## src/rtl/core/clb_pkg.sv

```systemverilog
// ----------------------------------------------------------------------------
// clb_pkg
// Shared constants and types for the cursor line edit buffer.
// ----------------------------------------------------------------------------
`default_nettype none

package clb_pkg;

  localparam int LINE_CAP = 128;
  localparam int ADDR_W   = (LINE_CAP > 1) ? $clog2(LINE_CAP) : 1;
  localparam int CNT_W    = 8;
  localparam int CHAR_W   = 8;
  localparam int MODE_W   = 3;

  localparam logic [CNT_W-1:0] LINE_CAP_C = CNT_W'(LINE_CAP);

  localparam logic [MODE_W-1:0] MODE_INSERT    = 3'd0;
  localparam logic [MODE_W-1:0] MODE_BACKSPACE = 3'd1;
  localparam logic [MODE_W-1:0] MODE_LEFT      = 3'd2;
  localparam logic [MODE_W-1:0] MODE_RIGHT     = 3'd3;
  localparam logic [MODE_W-1:0] MODE_SET       = 3'd4;
  localparam logic [MODE_W-1:0] MODE_CLEAR     = 3'd5;
  localparam logic [MODE_W-1:0] MODE_READ      = 3'd6;

  localparam logic STATUS_DONE   = 1'b0;
  localparam logic STATUS_REJECT = 1'b1;

  typedef struct packed {
    logic              we;
    logic [ADDR_W-1:0] waddr;
    logic [CHAR_W-1:0] wdata;
    logic [ADDR_W-1:0] raddr;
  } clb_mem_req_t;

  typedef struct packed {
    logic              status;
    logic [CNT_W-1:0]  cursor;
    logic [CNT_W-1:0]  length;
    logic [CHAR_W-1:0] rchar;
  } clb_result_t;

endpackage

`default_nettype wire

```

## src/rtl/core/cursor_line_edit_buffer.sv

```systemverilog
// ----------------------------------------------------------------------------
// cursor_line_edit_buffer
// One-line text edit buffer with cursor, backed by a byte-wide line RAM.
// ----------------------------------------------------------------------------
// Takes one command at a time and returns exactly one result per command.
// Insert and backspace shift the bytes from the cursor to the length. The
// longest command is an insert at the head of a line one byte short of
// full: the tail moves one byte per cycle through the single read and
// single write port of the line RAM. A read below the length waits on the
// registered RAM read; a read at or past the length returns zero without
// one. A result that finds the output register still held waits in the
// controller until it drains. The result sits in an output register, so the
// next command is taken while it waits to be drained. After reset the line
// is empty and usable at once; no clearing pass runs.
// ----------------------------------------------------------------------------
`default_nettype none

module cursor_line_edit_buffer (
  input  wire logic        clk,
  input  wire logic        rst_n,
  input  wire logic        in_valid,
  output logic             in_stall,
  input  wire logic [2:0]  in_mode,
  input  wire logic [7:0]  in_data_char,
  input  wire logic [7:0]  in_position,
  output logic             out_valid,
  input  wire logic        out_stall,
  output logic             out_status,
  output logic [7:0]       out_cursor_now,
  output logic [7:0]       out_length_now,
  output logic [7:0]       out_read_char
);

  clb_pkg::clb_mem_req_t        mem_req;
  logic [clb_pkg::CHAR_W-1:0]   mem_rdata;
  logic                         res_valid;
  logic                         res_ready;
  clb_pkg::clb_result_t         res;

  logic                         out_valid_r, out_valid_nxt;
  clb_pkg::clb_result_t         out_res_r;

  clb_ctrl u_ctrl (
    .clk       (clk),
    .rst_n     (rst_n),
    .cmd_valid (in_valid),
    .cmd_stall (in_stall),
    .cmd_mode  (in_mode),
    .cmd_char  (in_data_char),
    .cmd_pos   (in_position),
    .mem_req   (mem_req),
    .mem_rdata (mem_rdata),
    .res_valid (res_valid),
    .res_ready (res_ready),
    .res       (res)
  );

  clb_line_ram u_ram (
    .clk   (clk),
    .req   (mem_req),
    .rdata (mem_rdata)
  );

  // load when the slot is empty or being drained this cycle
  assign res_ready = !out_valid_r || !out_stall;

  always_comb begin
    out_valid_nxt = out_valid_r;
    if (res_valid && res_ready) begin
      out_valid_nxt = 1'b1;
    end else if (out_valid_r && !out_stall) begin
      out_valid_nxt = 1'b0;
    end
  end

  always_ff @(posedge clk) begin
    if (!rst_n) begin
      out_valid_r <= 1'b0;
    end else begin
      out_valid_r <= out_valid_nxt;
    end
    if (res_valid && res_ready) begin
      out_res_r <= res;
    end
  end

  assign out_valid      = out_valid_r;
  assign out_status     = out_res_r.status;
  assign out_cursor_now = out_res_r.cursor;
  assign out_length_now = out_res_r.length;
  assign out_read_char  = out_res_r.rchar;

endmodule

`default_nettype wire

```

## src/rtl/core/clb_line_ram.sv

```systemverilog
// ----------------------------------------------------------------------------
// clb_line_ram
// Line byte store: one write port, one read port, registered read data.
// ----------------------------------------------------------------------------
`default_nettype none

module clb_line_ram (
  input  wire logic                         clk,
  input  wire clb_pkg::clb_mem_req_t        req,
  output logic [clb_pkg::CHAR_W-1:0]        rdata
);

  logic [clb_pkg::CHAR_W-1:0] mem [clb_pkg::LINE_CAP];

  always_ff @(posedge clk) begin
    if (req.we) begin
      mem[req.waddr] <= req.wdata;
    end
    rdata <= mem[req.raddr];
  end

endmodule

`default_nettype wire

```

## src/rtl/core/clb_ctrl.sv

```systemverilog
// ----------------------------------------------------------------------------
// clb_ctrl
// Command sequencer: holds cursor and length, walks the store one byte per
// cycle for insert and backspace shifts, and builds the result.
// ----------------------------------------------------------------------------
`default_nettype none

module clb_ctrl (
  input  wire logic                          clk,
  input  wire logic                          rst_n,
  input  wire logic                          cmd_valid,
  output logic                               cmd_stall,
  input  wire logic [clb_pkg::MODE_W-1:0]    cmd_mode,
  input  wire logic [clb_pkg::CHAR_W-1:0]    cmd_char,
  input  wire logic [clb_pkg::CNT_W-1:0]     cmd_pos,
  output clb_pkg::clb_mem_req_t              mem_req,
  input  wire logic [clb_pkg::CHAR_W-1:0]    mem_rdata,
  output logic                               res_valid,
  input  wire logic                          res_ready,
  output clb_pkg::clb_result_t               res
);

  typedef enum logic [2:0] {
    ST_IDLE,
    ST_INS,
    ST_PUT,
    ST_BSP,
    ST_RDW,
    ST_RESP
  } state_t;

  state_t                      state_r, state_nxt;
  logic [clb_pkg::CNT_W-1:0]   cursor_r, cursor_nxt;
  logic [clb_pkg::CNT_W-1:0]   length_r, length_nxt;
  logic [clb_pkg::CNT_W-1:0]   k_r, k_nxt;
  logic [clb_pkg::CHAR_W-1:0]  ch_r, ch_nxt;
  logic                        status_r, status_nxt;
  logic [clb_pkg::CHAR_W-1:0]  rchar_r, rchar_nxt;

  always_comb begin
    state_nxt     = state_r;
    cursor_nxt    = cursor_r;
    length_nxt    = length_r;
    k_nxt         = k_r;
    ch_nxt        = ch_r;
    status_nxt    = status_r;
    rchar_nxt     = rchar_r;
    mem_req.we    = 1'b0;
    mem_req.waddr = '0;
    mem_req.wdata = mem_rdata;
    mem_req.raddr = '0;

    unique case (state_r)
      ST_IDLE: begin
        if (cmd_valid) begin
          status_nxt = clb_pkg::STATUS_DONE;
          rchar_nxt  = '0;
          ch_nxt     = cmd_char;
          state_nxt  = ST_RESP;
          unique case (cmd_mode)
            clb_pkg::MODE_INSERT: begin
              if (length_r >= clb_pkg::LINE_CAP_C) begin
                status_nxt = clb_pkg::STATUS_REJECT;
              end else if (cursor_r == length_r) begin
                state_nxt = ST_PUT;
              end else begin
                // fetch the last byte; it moves up one place first
                mem_req.raddr = clb_pkg::ADDR_W'(length_r - 8'd1);
                k_nxt         = length_r;
                state_nxt     = ST_INS;
              end
            end
            clb_pkg::MODE_BACKSPACE: begin
              if (cursor_r == '0) begin
                status_nxt = clb_pkg::STATUS_REJECT;
              end else if (cursor_r == length_r) begin
                // no tail to move; stale byte is masked by the length
                cursor_nxt = cursor_r - 8'd1;
                length_nxt = length_r - 8'd1;
              end else begin
                mem_req.raddr = clb_pkg::ADDR_W'(cursor_r);
                k_nxt         = cursor_r;
                state_nxt     = ST_BSP;
              end
            end
            clb_pkg::MODE_LEFT: begin
              if (cursor_r == '0) begin
                status_nxt = clb_pkg::STATUS_REJECT;
              end else begin
                cursor_nxt = cursor_r - 8'd1;
              end
            end
            clb_pkg::MODE_RIGHT: begin
              if (cursor_r < length_r) begin
                cursor_nxt = cursor_r + 8'd1;
              end else begin
                status_nxt = clb_pkg::STATUS_REJECT;
              end
            end
            clb_pkg::MODE_SET: begin
              if (cmd_pos <= length_r) begin
                cursor_nxt = cmd_pos;
              end else begin
                status_nxt = clb_pkg::STATUS_REJECT;
              end
            end
            clb_pkg::MODE_CLEAR: begin
              // bytes past the length never read back, so dropping it suffices
              cursor_nxt = '0;
              length_nxt = '0;
            end
            clb_pkg::MODE_READ: begin
              if (cmd_pos < length_r) begin
                mem_req.raddr = clb_pkg::ADDR_W'(cmd_pos);
                state_nxt     = ST_RDW;
              end
            end
            default: begin
              status_nxt = clb_pkg::STATUS_REJECT;
            end
          endcase
        end
      end

      ST_INS: begin
        // store[k] <= store[k-1], walking down toward the cursor
        mem_req.we    = 1'b1;
        mem_req.waddr = clb_pkg::ADDR_W'(k_r);
        if (k_r == cursor_r + 8'd1) begin
          state_nxt = ST_PUT;
        end else begin
          mem_req.raddr = clb_pkg::ADDR_W'(k_r - 8'd2);
          k_nxt         = k_r - 8'd1;
        end
      end

      ST_PUT: begin
        mem_req.we    = 1'b1;
        mem_req.waddr = clb_pkg::ADDR_W'(cursor_r);
        mem_req.wdata = ch_r;
        cursor_nxt    = cursor_r + 8'd1;
        length_nxt    = length_r + 8'd1;
        state_nxt     = ST_RESP;
      end

      ST_BSP: begin
        // store[k-1] <= store[k], walking up toward the end
        mem_req.we    = 1'b1;
        mem_req.waddr = clb_pkg::ADDR_W'(k_r - 8'd1);
        if (k_r + 8'd1 == length_r) begin
          cursor_nxt = cursor_r - 8'd1;
          length_nxt = length_r - 8'd1;
          state_nxt  = ST_RESP;
        end else begin
          mem_req.raddr = clb_pkg::ADDR_W'(k_r + 8'd1);
          k_nxt         = k_r + 8'd1;
        end
      end

      ST_RDW: begin
        rchar_nxt = mem_rdata;
        state_nxt = ST_RESP;
      end

      ST_RESP: begin
        if (res_ready) begin
          state_nxt = ST_IDLE;
        end
      end

      default: begin
        state_nxt = ST_IDLE;
      end
    endcase
  end

  always_ff @(posedge clk) begin
    if (!rst_n) begin
      state_r  <= ST_IDLE;
      cursor_r <= '0;
      length_r <= '0;
    end else begin
      state_r  <= state_nxt;
      cursor_r <= cursor_nxt;
      length_r <= length_nxt;
    end
    k_r      <= k_nxt;
    ch_r     <= ch_nxt;
    status_r <= status_nxt;
    rchar_r  <= rchar_nxt;
  end

  assign cmd_stall  = (state_r != ST_IDLE);
  assign res_valid  = (state_r == ST_RESP);
  assign res.status = status_r;
  assign res.cursor = cursor_r;
  assign res.length = length_r;
  assign res.rchar  = rchar_r;

endmodule

`default_nettype wire

```

## config.mk

```make
export PLATFORM = sky130hd
export DESIGN_NAME = cursor_line_edit_buffer
export DESIGN_NICKNAME = d
export VERILOG_FILES = /design/src/rtl/core/clb_pkg.sv /design/src/rtl/core/cursor_line_edit_buffer.sv /design/src/rtl/core/clb_line_ram.sv /design/src/rtl/core/clb_ctrl.sv
export SDC_FILE = /design/constraint.sdc
export NUM_CORES = 2
export LEC_CHECK = 0
export BUFFER_PORTS_ARGS = -buffer_cell sky130_fd_sc_hd__clkbuf_2
export CAP_MARGIN = 15
export CORE_MARGIN = 2
export CORE_UTILIZATION = 30
export CTS_CLUSTER_DIAMETER = 100
export CTS_CLUSTER_SIZE = 8
export DETAILED_ROUTE_END_ITERATION = 8
export GPL_TIMING_DRIVEN = 0
export PLACE_DENSITY_LB_ADDON = 0.12
export SKIP_LAST_GASP = 1
export SLEW_MARGIN = 5
export SYNTH_ARGS = -nofsm -noshare
export SYNTH_HDL_FRONTEND = slang
export SYNTH_SLANG_ARGS = --single-unit
```

## constraint.sdc

```tcl
create_clock -name clk -period 5.3 [get_ports clk]
set_input_delay 1.06 -clock clk [delete_from_list [all_inputs] [get_ports clk]]
set_output_delay 1.06 -clock clk [all_outputs]
set_load 0.02 [all_outputs]
```

; After elaboration in Yosys (flattened, before gate mapping)
; Memories as Yosys holds them, arrays and structs flattened. A register that Yosys moved wholly into a read port is not among the register bits.
; Cells that the tools add are included.
[classes]
n_addsub = 7
n_mul = 0
div = 0
n_lt_le_gt_ge = 4
eq_ne = 31
shift = 0
n_mux = 58
bitwise_logic = 0
reduce_logical = 22
[ops]
columns = cell, count
row1 = 8-bit 2-to-1 mux, 20
row2 = 8-bit one-hot mux with 3 select lines, 4
row3 = 7-bit 2-to-1 mux, 8
row4 = 8-bit one-hot mux with 2 select lines, 3
row5 = 7-bit one-hot mux with 3 select lines, 2
row6 = 8-bit one-hot mux with 5 select lines, 1
row7 = "8-bit by 1-bit adder with 8-bit output, second input constant", 3
row8 = 8-bit equality test, 3
row9 = "8-bit by 1-bit subtractor with 8-bit output, second input constant", 3
row10 = 3-bit 2-to-1 mux, 7
row11 = "3-bit inequality test, second input constant", 7
row12 = 9-bit AND reduction, 2
row13 = 8-bit less-than comparator, 2
row14 = "3-bit equality test, second input constant", 5
row15 = 3-bit one-hot mux with 5 select lines, 1
row16 = "3-bit by 2-bit equality test with 1-bit output, second input constant", 4
row17 = 1-bit 2-to-1 mux, 9
row18 = "3-bit by 2-bit inequality test with 1-bit output, second input constant", 3
row19 = 3-bit one-hot mux with 3 select lines, 1
row20 = 3-bit nonzero test, 3
row21 = "8-bit >= comparator, second input constant", 1
row22 = 8-bit less-or-equal comparator, 1
row23 = 8-bit zero test, 1
row24 = "7-bit by 2-bit subtractor with 7-bit output, second input constant", 1
row25 = other kinds (15), 27
[word_totals]
register_bits = 70
latchBits = 0
ram_bits = 1024
romBits = 0
elab_cells = 135
memories = 1
[mem_list]
columns = name, words, word_bits, read_ports, rd_clocked_by_memory_dff, write_ports, line
row1 = u_ram.mem, 128, 8, 1, 1, 1, clb_line_ram.sv:13  ; logic [clb_pkg::CHAR_W-1:0] mem [clb_pkg::LINE_CAP];

; Depth between registers and ports, before layout
[depth]
ltp_word = 6
ltp_mapped = 20

; Cells and area by module
; From an unflattened synthesis, not the netlist that was laid out.
[unflattened]
hier_cells = 2257
hier_area_um2 = 45031.9
[modules_own_cells]
columns = mod, instances, cells_per_inst, area_each_um2, seq_area_each_um2
row1 = clb_line_ram, 1, 1635, 39665.5, 30909.6
row2 = clb_ctrl, 1, 592, 4574.4, 1131.1
row3 = cursor_line_edit_buffer, 1, 30, 792.0, 770.7

; Worst setup path before layout
; No wires, ideal clock.
[synth_path]
path_type = input port to flip-flop
startpoint = in in_position[6]
endpoint = reg u_ram.rdata[6] (netlist name) (read register of u_ram.mem)
setup_time_ns = 0.133
t_arrival_ns = 3.652
required_ns = 5.167
setup_slack_ns = 1.515
stages = 13
path_buffers = 2
path_cell_list = ha_1 a41o_1 a21oi_1 and2_0 and2_1 a32o_1 or3_1 buf_2 nand2_1 clkbuf_1 nor3_1 o41ai_2 nand4_1
[synth_between]
elab_chain_cells = 5
[synth_lines]
columns = element, line
row1 = start: declaration, cursor_line_edit_buffer.sv:25  ; input wire logic [7:0] in_position,
row2 = 8-bit less-than comparator, clb_ctrl.sv:113  ; if (cmd_pos < length_r) begin
row3 = 7-bit 2-to-1 mux *, clb_ctrl.sv:113
row4 = 7-bit one-hot mux with 3 select lines *, clb_ctrl.sv:60  ; unique case (cmd_mode)
row5 = 7-bit 2-to-1 mux *, clb_ctrl.sv:55  ; if (cmd_valid) begin
row6 = 7-bit one-hot mux with 3 select lines *, clb_ctrl.sv:53  ; unique case (state_r)
row7 = end: declaration, clb_line_ram.sv:10  ; output logic [clb_pkg::CHAR_W-1:0] rdata
; Every way passes the cells marked *; elsewhere a longest branch is shown, timed or not.
; A chain may end at the register's enable or synchronous reset.

; Worst setup path in the final report
[layout_path]
startpoint = reg u_ctrl.cursor_r[1] (netlist name)
endpoint = reg u_ram.rdata[5] (netlist name) (read register of u_ram.mem)
[layout_between]
elab_chain_cells = 6
[layout_lines]
columns = element, line
row1 = start: declaration, clb_ctrl.sv:33  ; logic [clb_pkg::CNT_W-1:0] cursor_r, cursor_nxt;
row2 = start signal: assignment, clb_ctrl.sv:184  ; cursor_r <= cursor_nxt;
row3 = "parallel branches: the longest is 5 deep, another holds 8-bit by 1-bit adder with 8-bit output", --
row4 = 7-bit one-hot mux with 3 select lines *, clb_ctrl.sv:53
; Mark *: on every way between the ends.

==> flow_metrics.env <==
export IMPL_status="finished, final reports clean"
export IMPL_final_common_cell="edfxtp_1"
export IMPL_whs_endpoint="out_read_char[6]"
export IMPL_initial_core_util=0.302
export IMPL_die_y_um=397
export IMPL_slew_headroom=0.0824
export IMPL_synth_avg_cell_area_um2=13.0
export IMPL_portBuffers=48
export IMPL_crit_top_cell="nand3_1"
export IMPL_syn_num_nets=3619
export IMPL_dpl_hpwl_um=122000
export IMPL_holdBufCountCts=0
export IMPL_r2r_slack_ns=0.06
export IMPL_placedCellCount=5686
export IMPL_setup_viol=0
export IMPL_min_delay_start="u_ctrl.rchar_r[6]"
export IMPL_timing_rr_start="u_ctrl.cursor_r[1]"
export IMPL_end_kind="flip-flop"
export IMPL_worstPathArrival_ns=5.80
export IMPL_synth_edf_count=1074
export IMPL_path_clk_slew_ns=0.06
export IMPL_timing_fmax_ghz=0.191
export IMPL_fp_dieW_um=397
export IMPL_ant_nets=0
export IMPL_critPathMaxStageDelay_ns=0.51
export IMPL_via_count=31300
export IMPL_cp_depth=18
export IMPL_h_tree_depth=4
export IMPL_cts_sinks=1102
export IMPL_ys_async_sr_fraction=0
export IMPL_grt_pass1_vias=30300
export IMPL_maxSlewViolCount=0
export IMPL_rsz0062_at_grt="false"
export IMPL_synthesis_area_um2=46400
export IMPL_rows=144
export IMPL_layout_nets=3851
export IMPL_drt_total_wl_um=177000
export IMPL_yosysSeqAreaShare=0.707
export IMPL_holdPathStages=0
export IMPL_cts_root_buffer="clkbuf_16"
export IMPL_grt_max_degree=78
export IMPL_dp_slack_ns=-1.35
export IMPL_synthCells=3571
export IMPL_ys_flop_type="edfxtp_1"
export IMPL_numCtsBuffers=155
export IMPL_routabilityCongestion=0.938
export IMPL_drv_cap=0
export IMPL_clock_path_buffers=3
export IMPL_cts_tree="built"
export IMPL_worstPathMaxFanout=12
export IMPL_pwr_share_seq=0.322
export IMPL_setup_tns_ns=0
export IMPL_dieArea_um2=158000
export IMPL_via_per_inst=5.31
export IMPL_grt_pass1_wl_um=245000
export IMPL_fin_ws_ns=0.0605
export IMPL_drt_iter0_markers=3127
export IMPL_synth_warnings=0
export IMPL_period_needed_ns=5.24
export IMPL_r2r_end="u_ram.rdata[5]"
export IMPL_crit_required_ns=5.86
export IMPL_most_common_layout_cells="1074 x edfxtp_1, 791 x nand2_1, 294 x nand3_1, 200 x nor2_1, 168 x mux2i_1"
export IMPL_cp_top_family="buffers and inverters"
export IMPL_insertion_delay_ns=0.80
export IMPL_hold_path_class="flip-flop to flip-flop"
export IMPL_slowest_stage="clkdlybuf4s15_2"
export IMPL_drive_above_1_share=0.130
export IMPL_post_drt_wl_per_cell_um=30.0
export IMPL_power_leakage_uw=0.0185
export IMPL_area_growth_syn_to_layout_pct=17.7
export IMPL_period_share=0.989
export IMPL_critPathKind="flip-flop to flip-flop"
export IMPL_fin_skew_ns=0.0283
export IMPL_fin_cells=5892
export IMPL_cp_cell_sequence="buf_4 -> inv_1 -> ha_1 -> xnor2_1 -> nand3_1 -> a211oi_4 -> a31oi_4 -> mux2i_4 -> nand2_2 -> buf_6 -> buf_2 -> clkdlybuf4s15_2 -> nand2_1 -> a21oi_1 -> nor2_1 -> nand3_1 -> o211ai_1 -> nand4_1"
export IMPL_combPwrFrac=0.427
export IMPL_critPathLaunchType="flip-flop"
export IMPL_switching_share=0.431
export IMPL_ys_ff_latch=1102
export IMPL_p_total_uw=36500
export IMPL_path_buf_inv=5
export IMPL_vdd_ir_drop_max_uv=419
export IMPL_power_density_nw_per_um2=667
export IMPL_drc=0
export IMPL_track_usage=0.221
export IMPL_fillers=15200
export IMPL_p_sw_uw=15700
export IMPL_firstDrtPassIters=6
export IMPL_num_io_pins=50
export IMPL_hold_viol=0
export IMPL_p_clk_frac=0.251
export IMPL_synth_distinct_cells=85
export IMPL_p_int_uw=20800
export IMPL_r2r_cells=18
export IMPL_grt_ovfl_total=0
export IMPL_core_area_um2=154000
export IMPL_grt_antenna_before_repair=5
export IMPL_worstMarginPinSlew_ns=1.38
how the worst max path moves through the flow:
stage,from,slack (ns),end
final,u_ctrl.cursor_r[1],0.06,u_ram.rdata[5]
after global routing,u_ctrl.cursor_r[1],0.01,u_ram.rdata[5]
after CTS,u_ctrl.cursor_r[1],-0.06,u_ram.rdata[3]
after detailed placement,in_position[6],-1.35,u_ram.rdata[1]
after global placement,u_ctrl.state_r[0],-2.56,u_ram.mem[98][1]
after floorplan,in_position[6],1.51,u_ram.rdata[6]
per-layer routing:
layer / track usage / routed length [um]
met5: 0 / 0
met4: 0.0740 / 5560
met1: 0.303 / 77600
met2: 0.355 / 82300
met3: 0.0378 / 11600
layout make-up:
| cell class | count | area, um2 | area share |
|---|---|---|---|
| buffer | 218 | 1300 | 0.0238 |
| inverter | 25 | 95.1 | 0.00174 |
| multi-input combinational | 2223 | 12800 | 0.234 |
| clock inverter | 14 | 279 | 0.00511 |
| tap | 2044 | 2560 | 0.0468 |
| clock buffer | 185 | 4020 | 0.0736 |
| antenna | 3 | 7.51 | 0.000137 |
| sequential | 1102 | 32800 | 0.600 |
| timing repair buffer | 78 | 767 | 0.0140 |
flip-flops by register name (all words and copies together) (netlist names):
signal	count
out_valid	1
u_ctrl.state_r	3
out_length_now	8
u_ctrl.cursor_r	8
u_ctrl.length_r	8
u_ram.rdata	8
out_cursor_now	8
u_ctrl.status_r	1
u_ctrl.k_r	8
out_read_char	8
out_status	1
u_ctrl.ch_r	8
u_ctrl.rchar_r	8
u_ram.mem	1024
worst register-to-register path, stage by stage (launching register included):
cell and delay (ns):
dfxtp_1 0.45, buf_4 0.26, inv_1 0.10, ha_1 0.41, xnor2_1 0.15, nand3_1 0.14, a211oi_4 0.34, a31oi_4 0.22
mux2i_4 0.38, nand2_2 0.17, buf_6 0.23, buf_2 0.32, clkdlybuf4s15_2 0.53, nand2_1 0.18, a21oi_1 0.08, nor2_1 0.27
nand3_1 0.12, o211ai_1 0.27, nand4_1 0.37
logic make-up (layout without fill, tap and decap cells):
group                      Yosys count  in the layout  share of synthesized area
AOI/OAI and AO/OA                  478            479                     0.0716
xor gates and xnor gates            39             39                    0.00854
buffers and inverters              247            520                     0.0267
DFF                               1102           1102                      0.707
adders and majority gates           25             25                    0.00674
and+or+nand+nor                   1508           1508                      0.142
muxes                              172            172                     0.0374
other                                0              3                          0
power by group through the flow:
stage	registers, uW	logic, uW	clock network [uW]
6_report	11700	15600	9150
4_1_cts	11700	15200	9300
2_1_floorplan	12100	7550	0
3_5_place_dp	11900	14900	0
3_3_place_gp	12400	14200	0
5_1_grt	11800	16300	9620
Yosys cell counts, types with 23 or more instances:
master / n / area share
a32oi_1: 56 / 0.011
a211oi_1: 33 / 0.0053
mux2i_1: 168 / 0.036
xnor2_1: 23 / 0.0043
nor3_1: 41 / 0.0044
and3_1: 42 / 0.0057
buf_2: 77 / 0.0083
nand3_1: 294 / 0.032
clkbuf_1: 80 / 0.0065
dfxtp_1: 28 / 0.012
a21oi_1: 120 / 0.013
buf_4: 39 / 0.0063
a31oi_1: 62 / 0.0084
o21ai_0: 42 / 0.0045
nor2_1: 204 / 0.016
nand2_1: 800 / 0.065
ha_1: 25 / 0.0067
nand4_1: 33 / 0.0044
edfxtp_1: 1074 / 0.69
inv_1: 23 / 0.0019
what timing repair did:
action,4_1_cts,5_1_grt
setup endpoints to repair,8,8
gates resized for setup,84,74
pin swaps,5,14
cloned,0,1
setup buffers,5,1
stage by stage:
stage               hold WS [ns]  area [um2]  utilization
floorplan                  0.400       46400            -
global placement           0.405       49200        0.320
detailed placement         0.406       49800        0.324
CTS                        0.388       54400        0.354
global route               0.420       54600        0.355
finish                     0.414       54700        0.355
No activity file was read; power rests on OpenSTA's default activity.
